--- config.mk ---
export PLATFORM = sky130hd
export DESIGN_NAME = bfhs_ctrl
export DESIGN_NICKNAME = d
export VERILOG_FILES = /design/src/hw/rtl/bfhs_pkg.sv /design/src/hw/rtl/bfhs_ctrl.sv
export SDC_FILE = /design/constraint.sdc
export NUM_CORES = 1
export LEC_CHECK = 0
export ABC_AREA = 1
export BUFFER_PORTS_ARGS = -buffer_cell sky130_fd_sc_hd__buf_4
export CAP_MARGIN = 20
export CORE_UTILIZATION = 48
export CTS_CLUSTER_SIZE = 12
export DETAILED_ROUTE_END_ITERATION = 6
export PLACE_DENSITY_LB_ADDON = 0.15
export SETUP_SLACK_MARGIN = 0.5
export SLEW_MARGIN = 20
export SYNTH_ARGS = -nofsm -noshare
export SYNTH_HDL_FRONTEND = slang
export SYNTH_SLANG_ARGS = --single-unit
export TNS_END_PERCENT = 50
--- constraint.sdc ---
create_clock -name clk -period 1.6 [get_ports clk]
set_clock_uncertainty 0.2 [all_clocks]
set_input_delay 0.16 -clock clk [delete_from_list [all_inputs] [get_ports clk]]
set_output_delay 0.16 -clock clk [all_outputs]
set_load 0.1 [all_outputs]
--- src/hw/rtl/bfhs_pkg.sv ---
package bfhs_pkg;

  localparam int DATA_W    = 32;
  localparam int CNT_W     = 7;
  localparam int CFG_W     = 7;
  localparam int STEP_W    = 6;
  localparam int REQ_W     = 3;
  localparam int CFG_IDX_W = 1;

  localparam int STACK_DEPTH_DEF   = 64;
  localparam int HISTORY_DEPTH_DEF = 64;

  localparam logic [CFG_W-1:0] MAX_RESET = CFG_W'(64);

  // request codes
  typedef enum logic [REQ_W-1:0] {
    REQ_ADD_BACK  = 3'd0,
    REQ_ADD_HIST  = 3'd1,
    REQ_GO_BACK   = 3'd2,
    REQ_GO_FWD    = 3'd3,
    REQ_CLR_BACK  = 3'd4,
    REQ_CLR_FWD   = 3'd5,
    REQ_CLR_HIST  = 3'd6,
    REQ_READ_HIST = 3'd7
  } req_t;

  // configuration register indexes
  typedef enum logic [CFG_IDX_W-1:0] {
    CFG_MAX_BACKWARD = 1'b0,
    CFG_MAX_HISTORY  = 1'b1
  } cfg_idx_t;

  // per-ring operation for one cycle
  typedef struct packed {
    logic push;
    logic trim;
    logic pop;
    logic peek;
    logic clear;
  } ring_op_t;

  // controller to datapath
  typedef struct packed {
    logic latch;
    logic add_back;
    logic add_hist;
    logic clr_back;
    logic clr_fwd;
    logic clr_hist;
    logic hist_rd;
    logic mv_start;
    logic mv_xfer;
    logic res_zero;
    logic res_val;
    logic res_capture;
  } dp_cmd_t;

  // datapath to controller
  typedef struct packed {
    req_t              req;
    logic              present;
    logic              move_ok;
    logic              hist_ok;
    logic [STEP_W-1:0] steps;
  } dp_stat_t;

endpackage

--- src/hw/rtl/bfhs_ctrl.sv ---
module bfhs_ctrl (
  input  logic               clk,
  input  logic               rst_n,
  input  logic               start,
  output logic               busy,
  output logic               out_strobe,
  input  bfhs_pkg::dp_stat_t stat,
  output bfhs_pkg::dp_cmd_t  cmd
);
  import bfhs_pkg::*;

  typedef enum logic [4:0] {
    S_IDLE = 5'b00001,
    S_DISP = 5'b00010,
    S_HRD  = 5'b00100,
    S_MOVE = 5'b01000,
    S_DONE = 5'b10000
  } state_t;

  state_t            state_r, state_nxt;
  logic [STEP_W-1:0] cnt_r, cnt_nxt;
  logic              idle;

  assign idle       = (state_r == S_IDLE) || (state_r == S_DONE);
  assign busy       = !idle;
  assign out_strobe = (state_r == S_DONE);

  always_comb begin
    state_nxt = state_r;
    cnt_nxt   = cnt_r;
    cmd       = '0;
    unique case (state_r) inside
      S_IDLE, S_DONE: begin
        if (start) begin
          cmd.latch = 1'b1;
          state_nxt = S_DISP;
        end else begin
          state_nxt = S_IDLE;
        end
      end
      S_DISP: begin
        state_nxt = S_DONE;
        unique case (stat.req) inside
          REQ_ADD_BACK: begin
            cmd.add_back = 1'b1;
            cmd.res_zero = 1'b1;
            cmd.res_val  = stat.present;
          end
          REQ_ADD_HIST: begin
            cmd.add_hist = 1'b1;
            cmd.res_zero = 1'b1;
            cmd.res_val  = stat.present;
          end
          REQ_GO_BACK, REQ_GO_FWD: begin
            if (stat.move_ok) begin
              cmd.mv_start = 1'b1;
              cnt_nxt      = stat.steps;
              state_nxt    = S_MOVE;
            end else begin
              cmd.res_zero = 1'b1;
            end
          end
          REQ_CLR_BACK: begin
            cmd.clr_back = 1'b1;
            cmd.res_zero = 1'b1;
            cmd.res_val  = 1'b1;
          end
          REQ_CLR_FWD: begin
            cmd.clr_fwd  = 1'b1;
            cmd.res_zero = 1'b1;
            cmd.res_val  = 1'b1;
          end
          REQ_CLR_HIST: begin
            cmd.clr_hist = 1'b1;
            cmd.res_zero = 1'b1;
            cmd.res_val  = 1'b1;
          end
          REQ_READ_HIST: begin
            if (stat.hist_ok) begin
              cmd.hist_rd = 1'b1;
              state_nxt   = S_HRD;
            end else begin
              cmd.res_zero = 1'b1;
            end
          end
          default: cmd.res_zero = 1'b1;
        endcase
      end
      S_HRD: begin
        cmd.res_capture = 1'b1;
        state_nxt       = S_DONE;
      end
      S_MOVE: begin
        // read data is the entry popped last cycle
        if (cnt_r == '0) begin
          cmd.res_capture = 1'b1;
          state_nxt       = S_DONE;
        end else begin
          cmd.mv_xfer = 1'b1;
          cnt_nxt     = cnt_r - STEP_W'(1);
        end
      end
      default: state_nxt = S_IDLE;
    endcase
  end

  always_ff @(posedge clk) begin
    if (!rst_n) begin
      state_r <= S_IDLE;
      cnt_r   <= '0;
    end else begin
      state_r <= state_nxt;
      cnt_r   <= cnt_nxt;
    end
  end

endmodule

==> results of run 1 <==
## cell families after synthesis
group | Yosys count
compound gates | 13
fa+ha+maj | 2
buf+inv | 20
flops | 11
simple gates | 83
## routing by layer
layer,overflow,global-route usage (%)
met5,0,0
met4,5,75.0
met3,0,35.4
met1,0,69.9
met2,11,91.8
## repair_timing
item                                    in CTS
endpoints found under the setup margin      25
gates resized for setup                     52
hold endpoints to repair                     8
buffers inserted                             2
hold buffers                                 1
pin swaps                                   10
## Yosys cell counts
cell     number
nand2_1      24
inv_2         1
ha_1          2
o21ai_0       8
a21oi_1       4
nor2_4        4
nor2_2        2
nor4_1        3
inv_1        18
nand3_2       1
o21ai_1       1
nand2_2       4
nand4_2       3
or2_2         1
nand4_1       1
nor3_1        2
buf_4         1
nor2_1       24
nand2_4       2
nand3_1      12
dfxtp_1      11
## stage by stage
| step | hold WS [ns] | util [%] | setup TNS, ns | setup WS, ns | cell area [µm²] |
|---|---|---|---|---|---|
| 3_5_place_dp | 0.196 | 79.4 | -0.223 | -0.0613 | 1240 |
| 4_1_cts | -0.0331 | 95.7 | -2.60 | -0.259 | 1490 |
| 3_3_place_gp | 0.190 | 79.4 | -0.00529 | -0.00317 | 1240 |
| 2_1_floorplan | 0.0290 | - | -3.33 | -0.566 | 947 |
==> qor.yml, run 1 <==
synth-compound-area-share_pct: 7.90
yosys.area_share.simple_pct: 52.7
cts_made_buffers: 3
ys_seq_area_share_pct: 26.7
dp.final_hpwl_um: 1830
synth_cell_types: 21
synth.mux.area_fraction_pct: 0
io_buffers: 28
synth_cells: 129
tool.error: "[ERROR GRT-0232] Routing congestion too high. Check the congestion heatmap in the GUI."
grt_max_degree: 9
overflow: 16
crit_endpoint: "cmd[10]"
start_util_pct: 52.8
die_y_um: 43.4
synth_fa_ha_area_share_pct: 3.04
die_w_um: 43.4
synth_warnings: 0
endpoint_type: "primary output"
yosys-top-cells-area: "dfxtp_1, nand2_1, nor2_1, inv_1, nand3_1"
clock_sinks: 11
synth_top_family_by_area: "simple AND/OR/NAND/NOR gates"
cts-root-buf: "clkbuf_4"
io_pins: 29
synthDominantCellAreaShare_pct: 26.7
haltStage: "5_1_grt"
place_congestion: 0.872
synth_area_um2: 823
status: "stopped before the end"
synth.largest_area_cell: "dfxtp_1"
grt_usage_pct: 67.6
clockBufferDepth: 2
cts_max_level: 1
syn-num-nets: 146
synth_seq_cells: 11
syn_avg_cell_area_um2: 6.38
rows: 14
placedCellCount: 181
synth-xor-area-share_pct: 0
==> inputs of run 2 (changes only) <==
Settings changed: CORE_AREA from default to 2 2 63 65, CORE_UTILIZATION 48 to default, CTS_CLUSTER_SIZE 12 to default, DIE_AREA from default to 0 0 65 67, SETUP_SLACK_MARGIN 0.5 to default.
==> qor.yml, run 2 <==
power_leakage_uw: 0.000716
dp.final_hpwl_um: 1840  # +0.63%
setup_tns_ns: -1.80
ir_worst_vdd_uv: 397
worst_pin_slew_ns: 0.285
clkTransAtPathRegs_ns: 0.05
cp-start-kind: "register"
io_pins: 29  # unchanged
io_buffers: 28  # unchanged
grt_pass1_vias: 948
async_reset_ff_share_pct: 0  # unchanged
status: "complete, but fails checks"
ys_top_cells_by_count: "nand2_1, nor2_1, inv_1, nand3_1, dfxtp_1"
path_buf_inv: 2
setup_viol_count_final: 19
cp.depth: 5
postLayoutCellArea_um2: 1570
cts-root-buf: "clkbuf_8"
dieArea_um2: 4360
final.setup.worst_slack_ns: -0.199
rr_endpoint: "cnt_r[4]"
finalMaxSlewViolations: 0
drt_first_iter_violations: 15
post-route-period-util_pct: 112
clockBufferDepth: 2  # unchanged
die_w_um: 65  # +50%
antenna_cells: 0
synthDominantCellAreaShare_pct: 26.7  # unchanged
clock_latency_ns: 0.24
nNetsFinal: 194
cp.arrival_ns: 1.44
crit_path_end_kind: "output port"
grt_first_pass_wirelength_um: 3920
grt_usage_pct: 12.0
startpoint: "state_r[3]"
reg2reg_depth: 11
ys.flop_type: "dfxtp_1"
worstPathMaxFanout: 5
clock_sinks: 11  # unchanged
yosys-top-cells-area: "dfxtp_1, nand2_1, nor2_1, inv_1, nand3_1"
synth_cells: 129  # unchanged
synth_edf_count: 0  # unchanged
die_y_um: 67  # +54%
antenna_left: 0
rows: 22  # +8
violations: "negative setup slack"
crit_required_ns: 1.24
wl_per_cell_um: 11.0
wirelength_um: 2460
placed_cell_area_um2: 1260  # +1.6%
coreArea_um2: 3610
syn_avg_cell_area_um2: 6.38  # unchanged
cap_violations: 0
viasPerCell: 4.28
cts_made_buffers: 3  # unchanged
drt_first_pass_iters: 4
p_per_area_nw_per_um2: 498
finalCriticalPeriod_ns: 1.80
overflow: 0
synth_cell_types: 21  # unchanged
drive_gt1_share_pct: 48.3
grt_max_degree: 8
synth_seq_cells: 11  # unchanged
top_regs: "cnt_r: 6 flops, state_r: 5 flops"
slew_headroom_pct: 81.0
area_growth_syn_to_layout_pct: 90.6
synth_warnings: 0  # unchanged
rsz0062_at_grt: "yes"
start_util_pct: 22.8  # -30 points
critPathTopFamily: "buffers and inverters"
utilization_pct: 43.5
largest_register_ffs: 6
ys_seq_area_share_pct: 26.7  # unchanged
synth.largest_area_cell: "dfxtp_1"
final_common_cell: "buf_4"
max_stage_delay_ns: 0.33
layout_common_cells: "buf_4, nand2_1, nor2_1"
worstSetupPathType: "register to output port"
r2r_setup_slack_ns: -0.07
synth_area_um2: 823  # unchanged
place_congestion: 0.817  # -6.3%
syn-num-nets: 146  # unchanged
max_flop_register: "cnt_r"
antenna_found_initial: 0
drc_errors: 0
cp_cell_sequence: "nor2_4, nand4_4, buf_12, nor4_4, buf_6"
cts_max_level: 1  # unchanged
hold_class: "input port to register"
r2r_start: "state_r[3]"
cp_slowest_cell: "dfxtp_2"
crit_path_end: "cmd[7]"
fmax_mhz: 556
vias: 959
cts_tree: "yes"
report.final.hold_viol_count: 0
run 2: logic make-up (layout without fill, tap and decap cells):
kind of cell / after synthesis / after routing / share of synthesized area [%]
adder cells (fa/ha/maj): 2 / 2 / 3.04
AO/OA/AOI/OAI: 13 / 13 / 7.90
flip-flops: 11 / 11 / 26.7
buffers and inverters: 20 / 67 / 9.57
AND/OR/NAND/NOR: 83 / 83 / 52.7
run 2: per-layer routing:
| layer | wire [µm] | track usage [%] |
|---|---|---|
| met1 | 924 | 11.4 |
| met2 | 1440 | 24.9 |
| met3 | 84 | 3.55 |
| met4 | 12 | 2.39 |
| met5 | 0 | 0 |
run 2: final cells by class:
class                   instances  area (µm²)
repair buffers                 44         493
flip-flops and latches         11         223
clock buffers                   4        45.0
multi-input cells              98         674
fillers                       381        2040
well taps                      48        60.1
inverters                      19        73.8
run 2: timing repair:
action / 4_1_cts / 5_1_grt
pin swaps: 7 / 3
hold buffers: 1 / 0
buffers inserted: 4 / 2
endpoints found under the setup margin: 15 / 21
hold endpoints to repair: 1 / 0
resized for setup: 35 / 15
run 2: worst min path at each step:
stage / startpoint / to / slack, ns / cells after the start
2_1_floorplan: rst_n / state_r[0] / 0.03 / 1
3_3_place_gp: rst_n / state_r[0] / 0.20 / 2
3_5_place_dp: rst_n / state_r[0] / 0.20 / 2
4_1_cts: stat[4] / cnt_r[4] / 0.04 / 5
5_1_grt: stat[3] / cnt_r[3] / 0.09 / 5
6_report: stat[4] / cnt_r[4] / 0.05 / 5
run 2: tightest hold or removal path, stage by stage:
cell and delay, ns:
buf_4 0.08, nand2_1 0.04, o21ai_0 0.06, nor2_1 0.04
nor2_1 0.07
run 2: through the flow:
step                      hold slack [ns]  instances  total power (µW)  worst slack [ns]
after CTS                          0.0448        222               777            -0.199
after floorplan                    0.0290        129               406            -0.566
after global placement              0.201        213               469           -0.0207
after detailed placement            0.198        213               471           -0.0590
after global routing               0.0877        224               823            -0.257
final                              0.0505        224               782            -0.199
run 2: power by group:
part           total [µW]  leakage [µW]  switching (µW)  internal, µW
Sequential            287     0.0000899            7.02           280
Clock                 277     0.0000228             102           175
Combinational         218      0.000603             132          86.5
Total                 782      0.000716             241           541
No activity file was read; power rests on OpenSTA's default activity.
==> inputs of run 3 (changes only) <==
Settings changed: CELL_PAD_IN_SITES_DETAIL_PLACEMENT from default to 0, CELL_PAD_IN_SITES_GLOBAL_PLACEMENT from default to 1, CTS_BUF_LIST from default to sky130_fd_sc_hd__clkbuf_2 sky130_fd_sc_hd__clkbuf_4 sky130_fd_sc_hd__clkbuf_8.
==> qor.yml, run 3 (synthesized netlist as in run 2, its figures left out) <==
status: "complete, but fails checks"
violations: "negative setup slack"
wirelength_um: 2580  # +4.6%
clock_latency_ns: 0.24  # about the same
ir_worst_vdd_uv: 314  # -21%
start_util_pct: 22.8  # unchanged
layout_common_cells: "buf_4, nand2_1, nor2_1"
antenna_cells: 0  # unchanged
worstSetupPathType: "register to output port"
nNetsFinal: 203  # +4.6%
dieArea_um2: 4360  # unchanged
hold_class: "input port to register"
largest_register_ffs: 6  # unchanged
regArea_um2: 233  # +4.5%
wl_per_cell_um: 11.1  # +0.59%
top_regs: "cnt_r: 6 flops, state_r: 5 flops"
finalCriticalPeriod_ns: 1.79  # -0.00916 ns
fillers: 359  # -5.8%
cp-start-kind: "register"
die_y_um: 67  # unchanged
p_per_area_nw_per_um2: 468  # -6.2%
drt_first_pass_iters: 2  # -2
worstPathMaxFanout: 6  # +1
cts_tree: "yes"
cap_violations: 0  # unchanged
clock_sinks: 11  # unchanged
crit_path_end_kind: "output port"
crit_required_ns: 1.24  # about the same
place_congestion: 0.696  # -15%
post-route-period-util_pct: 112  # -0.57 points
viasPerCell: 4.33  # +1.2%
worst_pin_slew_ns: 0.266  # -0.0195 ns
max_flop_register: "cnt_r"
multi_input_comb_area_um2: 737  # +9.3%
setup_tns_ns: -1.31  # +0.494 ns
die_w_um: 65  # unchanged
placedCellCount: 214  # +0.47%
grt_usage_pct: 13.4  # +1.4 points
dp.final_hpwl_um: 1900  # +2.9%
drive_gt1_share_pct: 59.5  # +11 points
rsz0062_at_grt: "yes"
grt_first_pass_wirelength_um: 4570  # +17%
vias: 1010  # +5.3%
antenna_left: 0  # unchanged
hold_slack_ns: 0.0477  # -0.00277 ns
power_leakage_uw: 0.000766  # +7.0%
grt_max_degree: 8  # unchanged
p_total_uw: 799  # +2.2%
antenna_found_initial: 0  # unchanged
setup_viol_count_final: 12  # -7
drc_errors: 0  # unchanged
finalMaxSlewViolations: 0  # unchanged
cts_made_buffers: 3  # unchanged
slew_headroom_pct: 82.3  # +1.3 points
clkTransAtPathRegs_ns: 0.06  # about the same
cts-root-buf: "clkbuf_8"
drt_first_iter_violations: 11  # -4
rows: 22  # unchanged
instances_no_fill: 233  # +4.0%
final.setup.worst_slack_ns: -0.190  # +0.00916 ns
report.final.hold_viol_count: 0  # unchanged
fmax_mhz: 559  # +0.51%
clockBufferDepth: 2  # unchanged
area_growth_syn_to_layout_pct: 107
overflow: 0  # unchanged
io_pins: 29  # unchanged
grt_pass1_vias: 1015  # +7.1%
io_buffers: 28  # unchanged
cp.arrival_ns: 1.43  # about the same
coreArea_um2: 3610  # unchanged
cts_max_level: 1  # unchanged
final_common_cell: "buf_4"
-- run 3: changes by cell type in the layout (fill, tap and decap cells not counted), sizes merged --
cell    previous run  this run
buf               43        52
clkinv             0         1
clkbuf             4         3
-- run 3: area by class of cell --
class                      instances  share of cell area (%)
clock inverter                     1                   0.293
inverter                          19                    4.47
sequential                        11                    13.6
clock buffer                       3                    2.42
multi-input combinational         98                    43.2
timing repair buffer              53                    32.5
tap                               48                    3.52
-- run 3: worst paths after layout --
| path | slack, ns | from | to | cells after the start |
|---|---|---|---|---|
| setup / recovery | -0.19 | state_r[2] | cmd[7] | 5 |
| hold / removal | 0.05 | stat[2] | cnt_r[2] | 5 |
| setup reg to reg | 0 | state_r[2] | cnt_r[4] | 10 |
| hold reg to reg | 0.29 | cnt_r[5] | cnt_r[5] | 2 |
-- run 3: critical path, stage by stage, from the launching register on --
cell and delay [ns]:
dfxtp_2 0.33, nor2_4 0.13, nand4_4 0.16, buf_6 0.17, nor4_4 0.13, buf_6 0.26
-- run 3: layer usage --
layer	global-route usage, %	up-vias	wire length [µm]
met1	16.2	464	1100
met2	24.5	15	1400
met5	0	-	0
met3	1.69	2	66
li1	-	529	-
met4	3.99	0	7
-- run 3: timing repair --
action                     4_1_cts  5_1_grt
resized for setup               57       15
pin swaps                       15        7
buffers inserted                13        1
setup endpoints to repair       17       21
hold buffers                     1        0
hold endpoints to repair         1        0
-- run 3: report_power, final --
group	switching, µW	internal (µW)	leakage, µW
clock	119	172	0.0000255
combinational	134	87.6	0.000648
sequential	7.39	279	0.0000925
-- run 3: per-stage QoR --
step           util, %  instance area, µm²  worst slack, ns
2_1_floorplan        -                 927           -0.566
3_3_place_gp      35.1                1260          -0.0137
3_5_place_dp      35.1                1260          -0.0440
4_1_cts           45.8                1650           -0.198
5_1_grt           47.4                1710           -0.252
6_report          47.4                1710           -0.190
